==> src/rtl/asve_pkg.sv <==
// Shared types and constants for the angle sensor velocity estimator.
`default_nettype none

package asve_pkg;

  localparam int unsigned ANG_W = 28;  // angle, tenths of a degree, Q.16
  localparam int unsigned NUM_W = 48;  // divider dividend / quotient
  localparam int unsigned DEN_W = 42;  // divider divisor
  localparam int unsigned ENT_W = 48;  // signed ring entry, Q.16
  localparam int unsigned SUM_W = 49;  // signed ring sum

  localparam logic [15:0]      ANGLE_SCALE = 16'd57614;
  localparam logic [ANG_W-1:0] ANGLE_HALF  = 28'h0008000;
  localparam logic [ANG_W-1:0] LOW_SEAM    = 28'd32768000;   // 500 << 16
  localparam logic [ANG_W-1:0] HIGH_SEAM   = 28'd203161600;  // 3100 << 16
  localparam logic [ANG_W-1:0] JUMP_LIMIT  = 28'd13107200;   // 200 << 16
  localparam logic [22:0]      VEL_GAIN    = 23'd5000000;

  localparam logic signed [2:0] DIR_MAX = 3'sd2;
  localparam logic signed [2:0] DIR_MIN = -3'sd2;

  localparam logic [NUM_W-1:0]  VEL_POS_LIM = 48'd32767;
  localparam logic [NUM_W-1:0]  VEL_NEG_LIM = 48'd32768;
  localparam logic signed [15:0] VEL_MAX    = 16'sh7FFF;
  localparam logic signed [15:0] VEL_MIN    = 16'sh8000;

  typedef struct packed {
    logic [11:0] raw_angle;
    logic        sample_ok;
    logic [23:0] elapsed_us;
  } asve_in_t;

  typedef struct packed {
    logic [11:0]        angle_tenths;
    logic               angle_published;
    logic signed [15:0] velocity;
    logic               velocity_updated;
  } asve_out_t;

  typedef struct packed {
    logic             start;
    logic [NUM_W-1:0] num;
    logic [DEN_W-1:0] den;
  } asve_div_req_t;

  typedef struct packed {
    logic             done;
    logic [NUM_W-1:0] quot;
  } asve_div_rsp_t;

endpackage

`default_nettype wire

==> src/rtl/angle_sensor_velocity_estimator.sv <==
// Angle sensor velocity estimator: sequencer around one shared iterative divider.
// Sequence: an invalid sample goes from PREP straight to DONE, a skipped or large-jump
//   one passes through CHECK first; a velocity update adds one pass through the
//   bit-serial divider and one ring-sum pass over all RING_DEPTH entries.
// Throughput: one transaction at a time; the input stalls until the result is registered.
// Reset (rst_ni low, asynchronous): gear ratio 1, ring, angle, time and velocity cleared.
`default_nettype none

module angle_sensor_velocity_estimator
  import asve_pkg::*;
#(
  parameter int unsigned RING_DEPTH = 3
) (
  input  wire logic      clk_i,
  input  wire logic      rst_ni,
  input  wire logic      in_valid_i,
  output logic           in_stall_o,
  input  wire asve_in_t  in_data_i,
  output logic           out_valid_o,
  input  wire logic      out_stall_i,
  output asve_out_t      out_data_o,
  input  wire logic      cfg_valid_i,
  output logic           cfg_ready_o,
  input  wire logic [7:0] cfg_data_i
);

  localparam int unsigned IDX_W = (RING_DEPTH > 1) ? $clog2(RING_DEPTH) : 1;
  localparam logic [IDX_W-1:0] IDX_LAST  = IDX_W'(RING_DEPTH - 1);
  localparam logic [SUM_W-1:0] MEAN_HALF = SUM_W'(RING_DEPTH * 32768);
  // floor(x / RING_DEPTH) as (x * MEAN_RECIP) >> MEAN_SH, exact for any 32-bit x
  localparam int unsigned      MEAN_SH    = 32 + $clog2(RING_DEPTH);
  localparam logic [32:0]      MEAN_RECIP =
    33'(((68'd1 << MEAN_SH) + 68'(RING_DEPTH - 1)) / 68'(RING_DEPTH));

  typedef enum logic [3:0] {
    S_IDLE, S_PREP, S_CHECK, S_MUL, S_DIVA_GO, S_DIVA_WAIT, S_STORE,
    S_SUM, S_SCALE, S_MEAN, S_DONE
  } state_e;

  state_e               state_q;
  asve_in_t             item_q;
  logic [7:0]           gear_q;
  logic [ANG_W-1:0]     ang_q;
  logic [ANG_W-1:0]     last_q;
  logic                 have_last_q;
  logic signed [2:0]    dir_q;
  logic [31:0]          time_q;
  logic [31:0]          dt_q;
  logic                 neg_q;
  logic [23:0]          mag_q;
  logic [NUM_W-1:0]     num_q;
  logic [DEN_W-1:0]     den_q;
  logic signed [ENT_W-1:0] ring_q [RING_DEPTH];
  logic [IDX_W-1:0]     ring_idx_q;
  logic [IDX_W-1:0]     sum_cnt_q;
  logic signed [SUM_W-1:0] sum_q;
  logic [67:0]          prod_q;
  logic signed [15:0]   vel_q;
  logic [11:0]          tenths_q;
  logic                 pub_q;
  logic                 upd_q;
  logic                 out_valid_q;
  asve_out_t            out_q;
  asve_div_req_t        div_req_q;
  asve_div_rsp_t        div_rsp;

  // combinational helpers
  logic [32:0]          tsum;
  logic                 seam;
  logic signed [2:0]    dir_nxt;
  logic                 skip_c;
  logic                 neg_c;
  logic [ANG_W-1:0]     mag_c;
  logic [ANG_W-1:0]     rnd_c;
  logic [7:0]           ratio_c;
  logic [9:0]           ratio3_c;
  logic [IDX_W-1:0]     idx_nxt;
  logic [SUM_W-1:0]     smag_c;
  logic [SUM_W-1:0]     rsum_c;
  logic [31:0]          tdiv_c;
  logic [NUM_W-1:0]     mean_c;
  logic                 out_free;

  always_comb begin
    tsum    = {1'b0, time_q} + 33'(item_q.elapsed_us);
    seam    = ((last_q < LOW_SEAM) && (ang_q > HIGH_SEAM)) ||
              ((ang_q < LOW_SEAM) && (last_q > HIGH_SEAM));
    neg_c   = (ang_q < last_q);
    mag_c   = neg_c ? (last_q - ang_q) : (ang_q - last_q);
    dir_nxt = dir_q;
    if (!neg_c) begin
      if (dir_q < DIR_MAX) dir_nxt = dir_q + 3'sd1;
    end else begin
      if (dir_q > DIR_MIN) dir_nxt = dir_q - 3'sd1;
    end
    // skipped: first sample, seam crossing, or direction not settled
    skip_c   = !have_last_q || seam || ((dir_nxt > DIR_MIN) && (dir_nxt < DIR_MAX));
    rnd_c    = ang_q + ANGLE_HALF;
    ratio_c  = (gear_q == 8'd0) ? 8'd1 : gear_q;
    ratio3_c = 10'(ratio_c) + {1'b0, ratio_c, 1'b0};
    idx_nxt  = (ring_idx_q == IDX_LAST) ? '0 : ring_idx_q + 1'b1;
    smag_c   = sum_q[SUM_W-1] ? SUM_W'(-sum_q) : SUM_W'(sum_q);
    // round half away from zero: (|sum| + depth * 2^15) / (depth * 2^16)
    rsum_c   = smag_c + MEAN_HALF;
    tdiv_c   = rsum_c[SUM_W-2:16];
    mean_c   = NUM_W'(prod_q[MEAN_SH +: 32]);
    out_free = !out_valid_q || !out_stall_i;
  end

  asve_divider u_div (
    .clk_i  (clk_i),
    .rst_ni (rst_ni),
    .req_i  (div_req_q),
    .rsp_o  (div_rsp)
  );

  always_ff @(posedge clk_i or negedge rst_ni) begin
    if (!rst_ni) begin
      gear_q <= 8'd1;
    end else if (cfg_valid_i && cfg_ready_o) begin
      gear_q <= cfg_data_i;
    end
  end

  always_ff @(posedge clk_i or negedge rst_ni) begin
    if (!rst_ni) begin
      state_q     <= S_IDLE;
      item_q      <= '0;
      ang_q       <= '0;
      last_q      <= '0;
      have_last_q <= 1'b0;
      dir_q       <= '0;
      time_q      <= '0;
      dt_q        <= '0;
      neg_q       <= 1'b0;
      mag_q       <= '0;
      num_q       <= '0;
      den_q       <= '0;
      for (int i = 0; i < RING_DEPTH; i++) ring_q[i] <= '0;
      ring_idx_q  <= '0;
      sum_cnt_q   <= '0;
      sum_q       <= '0;
      prod_q      <= '0;
      vel_q       <= '0;
      tenths_q    <= '0;
      pub_q       <= 1'b0;
      upd_q       <= 1'b0;
      out_valid_q <= 1'b0;
      out_q       <= '0;
      div_req_q   <= '0;
    end else begin
      div_req_q.start <= (state_q == S_DIVA_GO);
      if (state_q == S_DONE && out_free) begin
        out_valid_q <= 1'b1;
      end else if (!out_stall_i) begin
        out_valid_q <= 1'b0;
      end

      case (state_q)
        S_IDLE: begin
          if (in_valid_i) begin
            item_q  <= in_data_i;
            state_q <= S_PREP;
          end
        end
        S_PREP: begin
          time_q   <= tsum[32] ? 32'hFFFF_FFFF : tsum[31:0];
          ang_q    <= ANG_W'(item_q.raw_angle) * ANG_W'(ANGLE_SCALE);
          tenths_q <= '0;
          pub_q    <= 1'b0;
          upd_q    <= 1'b0;
          state_q  <= item_q.sample_ok ? S_CHECK : S_DONE;
        end
        S_CHECK: begin
          if (have_last_q && !seam) dir_q <= dir_nxt;
          have_last_q <= 1'b1;
          last_q      <= ang_q;
          time_q      <= '0;
          dt_q        <= (time_q == 32'd0) ? 32'd1 : time_q;
          neg_q       <= neg_c;
          mag_q       <= mag_c[23:0];
          if (skip_c) begin
            state_q <= S_DONE;
          end else begin
            pub_q    <= 1'b1;
            tenths_q <= rnd_c[ANG_W-1:16];
            state_q  <= (mag_c < JUMP_LIMIT) ? S_MUL : S_DONE;
          end
        end
        S_MUL: begin
          num_q   <= NUM_W'(mag_q) * NUM_W'(VEL_GAIN);
          den_q   <= DEN_W'(dt_q) * DEN_W'(ratio3_c);
          state_q <= S_DIVA_GO;
        end
        S_DIVA_GO: begin
          div_req_q.num   <= num_q + NUM_W'(den_q >> 1);
          div_req_q.den   <= den_q;
          state_q         <= S_DIVA_WAIT;
        end
        S_DIVA_WAIT: begin
          if (div_rsp.done) state_q <= S_STORE;
        end
        S_STORE: begin
          ring_q[idx_nxt] <= neg_q ? ENT_W'(NUM_W'(0) - div_rsp.quot)
                                   : ENT_W'(div_rsp.quot);
          ring_idx_q      <= idx_nxt;
          sum_q           <= '0;
          sum_cnt_q       <= '0;
          state_q         <= S_SUM;
        end
        S_SUM: begin
          sum_q     <= sum_q + SUM_W'(ring_q[sum_cnt_q]);
          sum_cnt_q <= sum_cnt_q + 1'b1;
          if (sum_cnt_q == IDX_LAST) state_q <= S_SCALE;
        end
        S_SCALE: begin
          prod_q  <= 68'(tdiv_c) * 68'(MEAN_RECIP);
          state_q <= S_MEAN;
        end
        S_MEAN: begin
          if (sum_q[SUM_W-1]) begin
            vel_q <= (mean_c > VEL_NEG_LIM) ? VEL_MIN
                                            : 16'(16'd0 - mean_c[15:0]);
          end else begin
            vel_q <= (mean_c > VEL_POS_LIM) ? VEL_MAX : 16'(mean_c[15:0]);
          end
          upd_q   <= 1'b1;
          state_q <= S_DONE;
        end
        S_DONE: begin
          if (out_free) begin
            out_q.angle_tenths     <= tenths_q;
            out_q.angle_published  <= pub_q;
            out_q.velocity         <= vel_q;
            out_q.velocity_updated <= upd_q;
            state_q                <= S_IDLE;
          end
        end
        default: begin
          state_q <= S_IDLE;
        end
      endcase
    end
  end

  assign in_stall_o  = (state_q != S_IDLE);
  assign out_valid_o = out_valid_q;
  assign out_data_o  = out_q;
  assign cfg_ready_o = 1'b1;

endmodule

`default_nettype wire

==> src/rtl/asve_divider.sv <==
// Restoring unsigned divider, one quotient bit per cycle.
`default_nettype none

module asve_divider
  import asve_pkg::*;
(
  input  wire logic          clk_i,
  input  wire logic          rst_ni,
  input  wire asve_div_req_t req_i,
  output asve_div_rsp_t      rsp_o
);

  localparam int unsigned CNT_W = $clog2(NUM_W + 1);

  logic [DEN_W:0]   rem_q, rem_d, rem_sh;
  logic [NUM_W-1:0] quo_q, quo_d;
  logic [DEN_W-1:0] den_q;
  logic [CNT_W-1:0] cnt_q;
  logic             busy_q;
  logic             done_q;
  logic             ge;

  always_comb begin
    rem_sh = {rem_q[DEN_W-1:0], quo_q[NUM_W-1]};
    ge     = (rem_sh >= {1'b0, den_q});
    rem_d  = ge ? (rem_sh - {1'b0, den_q}) : rem_sh;
    quo_d  = {quo_q[NUM_W-2:0], ge};
  end

  always_ff @(posedge clk_i or negedge rst_ni) begin
    if (!rst_ni) begin
      rem_q  <= '0;
      quo_q  <= '0;
      den_q  <= '0;
      cnt_q  <= '0;
      busy_q <= 1'b0;
      done_q <= 1'b0;
    end else begin
      done_q <= 1'b0;
      if (req_i.start) begin
        rem_q  <= '0;
        quo_q  <= req_i.num;
        den_q  <= req_i.den;
        cnt_q  <= CNT_W'(NUM_W);
        busy_q <= 1'b1;
      end else if (busy_q) begin
        rem_q <= rem_d;
        quo_q <= quo_d;
        cnt_q <= cnt_q - 1'b1;
        if (cnt_q == CNT_W'(1)) begin
          busy_q <= 1'b0;
          done_q <= 1'b1;
        end
      end
    end
  end

  assign rsp_o.done = done_q;
  assign rsp_o.quot = quo_q;

endmodule

`default_nettype wire

==> config.mk <==
export PLATFORM = sky130hd
export DESIGN_NAME = angle_sensor_velocity_estimator
export DESIGN_NICKNAME = d
export VERILOG_FILES = /design/src/rtl/asve_pkg.sv /design/src/rtl/angle_sensor_velocity_estimator.sv /design/src/rtl/asve_divider.sv
export SDC_FILE = /design/constraint.sdc
export NUM_CORES = 2
export LEC_CHECK = 0
export BUFFER_PORTS_ARGS = -buffer_cell sky130_fd_sc_hd__buf_2
export CAP_MARGIN = 20
export CORE_MARGIN = 8
export CORE_UTILIZATION = 60
export DETAILED_ROUTE_END_ITERATION = 6
export GPL_TIMING_DRIVEN = 0
export PLACE_DENSITY = 0.81
export SETUP_SLACK_MARGIN = 0.05
export SLEW_MARGIN = 10
export SYNTH_ARGS = -nofsm -noshare
export SYNTH_HDL_FRONTEND = slang
export SYNTH_HIERARCHICAL = 1
export SYNTH_SLANG_ARGS = --single-unit
==> constraint.sdc <==
create_clock -name clk_i -period 15.2 [get_ports clk_i]
set_input_delay 0.76 -clock clk_i [delete_from_list [all_inputs] [get_ports clk_i]]
set_output_delay 0.76 -clock clk_i [all_outputs]
set_load 0.03 [all_outputs]
==> results.env <==
STATUS='complete, no violations'
SYNTHESIZED_AREA_PER_CELL_UM2=9.129
NNETSFINAL=10614
CORE_UM2=131500
LAYOUT_CELL_SHARE_WITH_DRIVE_STRENGTH_BEYOND_1_PCT=4.501
RSZ0062_AT_GRT='no'
START_UTIL_PCT=60.38
ACTUAL_SLEW_AT_THE_WORST_MAX_SLEW_PIN_NS=1.051
MAX-CAP-VIOLATIONS=0
FIN_CELLS=10709
WIRELENGTH_ROUTED_MM=214.8
REGTOREGENDPOINT='prod_q[61]'
DIEHEIGHT_UM=379.7
FINAL_HOLD_VIOL_COUNT=0
GRT_MAX_DEGREE=113
AVGROUTEDWIREPERCELL_UM=20.06
WORST_EP_ARRIVAL_TIME_NS=13.95
ENDPOINT_KIND='register'
SEQ_AREA_FRAC_SYNTH_PCT=24.90
HTREE_NUM_LEVELS=3
WORST_SETUP_PATH_STARTPOINT='sum_q[48]'
INITIAL_DRT_MARKERS=5456
NUMBER_OF_BUFFERS_ADDED_BY_THE_CLOCK_TREE_SYNTHESIS_STEP=88
HOLDPATHEND='gear_q[2]'
PRE_CTS_SLACK_NS=2.301
ANTENNA_FOUND_INITIAL=2
SYNTH_EDF_COUNT=0
CLOCK_PATH_BUFFERS=3
GRT_OVERFLOW=0
SOURCE_TO_SINK_CLOCK_DELAY_AT_THE_LATER_PIN_OF_THE_WORST_SKEW_PAIR_NS=0.71
CLOCK-SKEW-FINAL_NS=0.02562
POST_CTS.RESIZED_INSTANCES=0
GRT_PASS1_VIAS=64595
GRT_FIRST_PASS_WIRELENGTH_MM=346.0
POST-ROUTE-MIN-PERIOD_NS=13.39
GP_ROUTABILITY_CONGESTION=0.9796
TRITONCTS='yes'
ROUTE.DETAILED.VIAS_PER_INST=5.906
CRITICAL-PATH-SLOWEST-CELL='xor2_1'
TIMING_WORST_SETUP_PATH_TYPE='reg2reg'
TRITONCTS_NUM_SINKS=790
FLOP_AND_LATCH_COUNT_OUT_OF_SYNTHESIS=790
TIMING.HOLD.WORST.START='cfg_data_i[2]'
NUM-FILL-CELLS=10529
MAXSLEWHEADROOM_PCT=29.73
SYNTHCELLS=8696
PORT-BUFFER-COUNT=81
VIA_COUNT=63251
DRC_ERRORS=0
YS_DOMINANT_REG_CELL='dfrtp_1'
WORSTPATHMAXFANOUT=10
DRT.ANTENNA.VIOLATING_NETS=0
STARTPOINT_TYPES='register'
DPL.HPWL_MM=174.9
WORSTHOLDPATHTYPE='in2reg'
FINALSETUPVIOLCOUNT=0
SYNTH-WARNING-COUNT=6
REPORT.FINAL.SLEW_VIOL_COUNT=0
POST-ROUTE-PERIOD-UTIL_PCT=88.11
MAPPEDNETLISTAREA_UM2=79380
SYNTH_CELL_TYPES=100
PATH_COMMON_CELL='fa_1'
CTS_ROOT_BUFFER='clkbuf_16'
TIMING.CRITICAL_PATH.SLOWEST_CELL_DELAY_NS=0.85
FF2FF_PATH_DEPTH=37
POSTSYNTH.ASYNCRESETSHARE_PCT=100.0
SYN-NUM-NETS=10430
PLACED_CELLS=10544
CTS.CLK_SLEW.WORST_PATHS_NS=0.06
SLACK_OF_THE_CRITICAL_PATH_NS=1.807
WORST-R2R-SETUP-SLACK_NS=1.81
TOT_GR_TRACK_USE_PCT=29.32
DRT_PRE_ANTENNA_ITERS=6
HOLD-PATH-CELL-COUNT=3
FLOORPLAN.DIE.WIDTH_UM=379.7
MAX_CLOCK_FREQ_MHz=74.66
TOP_PORTS=83
DIE_AREA_UM2=144200
CRITPATHREQUIREDTIME_NS=15.76
ROWS=133
AREAGROWTHSYNTHTOFINISH_PCT=7.521
CRITICAL_PATH.REG2REG.STARTPOINT='sum_q[48]'
synthesized netlist by cell type (all sizes together) (48+ instances only):
library cell | number | area share [%]
nand3 | 86 | 0.54
a21o | 185 | 1.7
a31oi | 70 | 0.55
o21a | 50 | 0.47
dfrtp | 789 | 25
nor3 | 65 | 0.41
xnor2 | 197 | 2.2
nor2 | 295 | 1.4
xor2 | 217 | 2.4
fa | 772 | 19
clkbuf | 307 | 1.5
ha | 912 | 14
nor2b | 81 | 0.64
nand2b | 48 | 0.39
mux2 | 88 | 1.3
inv | 1240 | 5.9
a21oi | 372 | 2.4
nand2 | 1248 | 5.9
nand4 | 66 | 0.53
mux2i | 113 | 1.4
and2 | 136 | 1.1
o21bai | 61 | 0.58
o21ai | 747 | 4.7
cells by family after synthesis:
group	count (synthesis)	share of synthesized area [%]
simple gates	2227	12.67
compound gates	1785	13.67
fa+ha+maj	1686	33.87
buf+inv	1592	7.636
flops	790	24.90
xor+xnor	414	4.568
mux	201	2.683
other cells	1	0.004724
worst max-delay path by stage:
stage | cells past startpoint | endpoint | slack [ns]
floorplan | 41 | prod_q[64] | 4.96
global placement | 1 | item_q[8] | -3.35
detailed placement | 40 | prod_q[61] | 2.30
CTS | 37 | prod_q[61] | 2.18
global route | 37 | prod_q[61] | 1.10
finish | 37 | prod_q[61] | 1.81
repair_timing:
item,CTS,global route
hold endpoints to repair,2,0
hold buffers,1,0
buffers inserted,0,0
per-layer routing:
layer / track usage [%] / wire [um] / vias to the layer above
met2: 48.41 / 101300 / 2470
met4: 11.12 / 9076 / 2
met5: 0 / 13 / -
met1: 38.63 / 87540 / 31167
li1: - / - / 29121
met3: 5.347 / 16890 / 491
state kept, by name, indices dropped and copies added, names as in the netlist, 16 cells and up:
name and flops:
item_q 37, dt_q 32, prod_q 31, den_q 42, u_div/rem_q 42, mag_q 23
time_q 32, vel_q 16, out_data_o 30, ang_q 27, last_q 27, div_req_q 84
ring_q 144, num_q 40, sum_q 49, u_div/quo_q 48, u_div/den_q 42
worst max-delay path: cells and delay by family, from the launching register on:
kind                     cells  cell delay (ns)
adder cells (fa/ha/maj)      9             4.04
XOR/XNOR                     3             1.24
AND/OR/NAND/NOR              4             1.34
flip-flops                   1             0.32
buffers and inverters        7             2.43
AO/OA/AOI/OAI               14             3.90
placed cells by master (no fill, tap or decap), types with 15 or more instances in the layout:
master	n
nand2_1	1248
inv_1	1240
ha_1	912
dfrtp_1	789
fa_1	772
o21ai_0	738
a21oi_1	371
clkbuf_1	322
nor2_1	295
xor2_1	217
xnor2_1	197
a21o_1	185
and2_1	135
mux2i_1	113
buf_2	92
clkbuf_16	88
nand3_1	86
mux2_2	86
nor2b_1	81
a31oi_1	70
nand4_1	65
nor3_1	64
o21bai_1	60
o21a_1	50
nand2b_1	46
nor4_1	44
o31ai_1	41
and3_1	38
a211oi_1	32
a311oi_1	27
or3_1	27
o211ai_1	24
buf_1	20
or2_2	19
clkbuf_8	18
or4_1	16
o41ai_1	15
o22ai_1	15
stage by stage:
step | util, % | hold slack [ns] | TNS, ns | cell area (um2)
floorplan | - | 0.4275 | 0 | 79380
global placement | 62.36 | 0.4538 | -2494.21 | 81980
detailed placement | 62.58 | 0.4641 | 0 | 82270
CTS | 64.92 | 0.2082 | 0 | 85350
global route | 64.92 | 0.2458 | 0 | 85350
finish | 64.93 | 0.2620 | 0 | 85350
layout make-up:
cell class	count	area (um2)	share of cell area (%)
Clock buffer	122	2510	2.941
Tap cell	1755	2196	2.573
Buffer	349	1396	1.636
Inverter	1243	4666	5.466
Multi-Input combinational cell	6314	53560	62.75
Antenna cell	1	2.502	0.002932
Timing Repair Buffer	94	696.9	0.8165
Sequential cell	790	19770	23.16
Clock inverter	41	560.5	0.6567
Power is not shown: default switching activity piles up to over one toggle a cycle in this logic, so the estimate is an artifact.
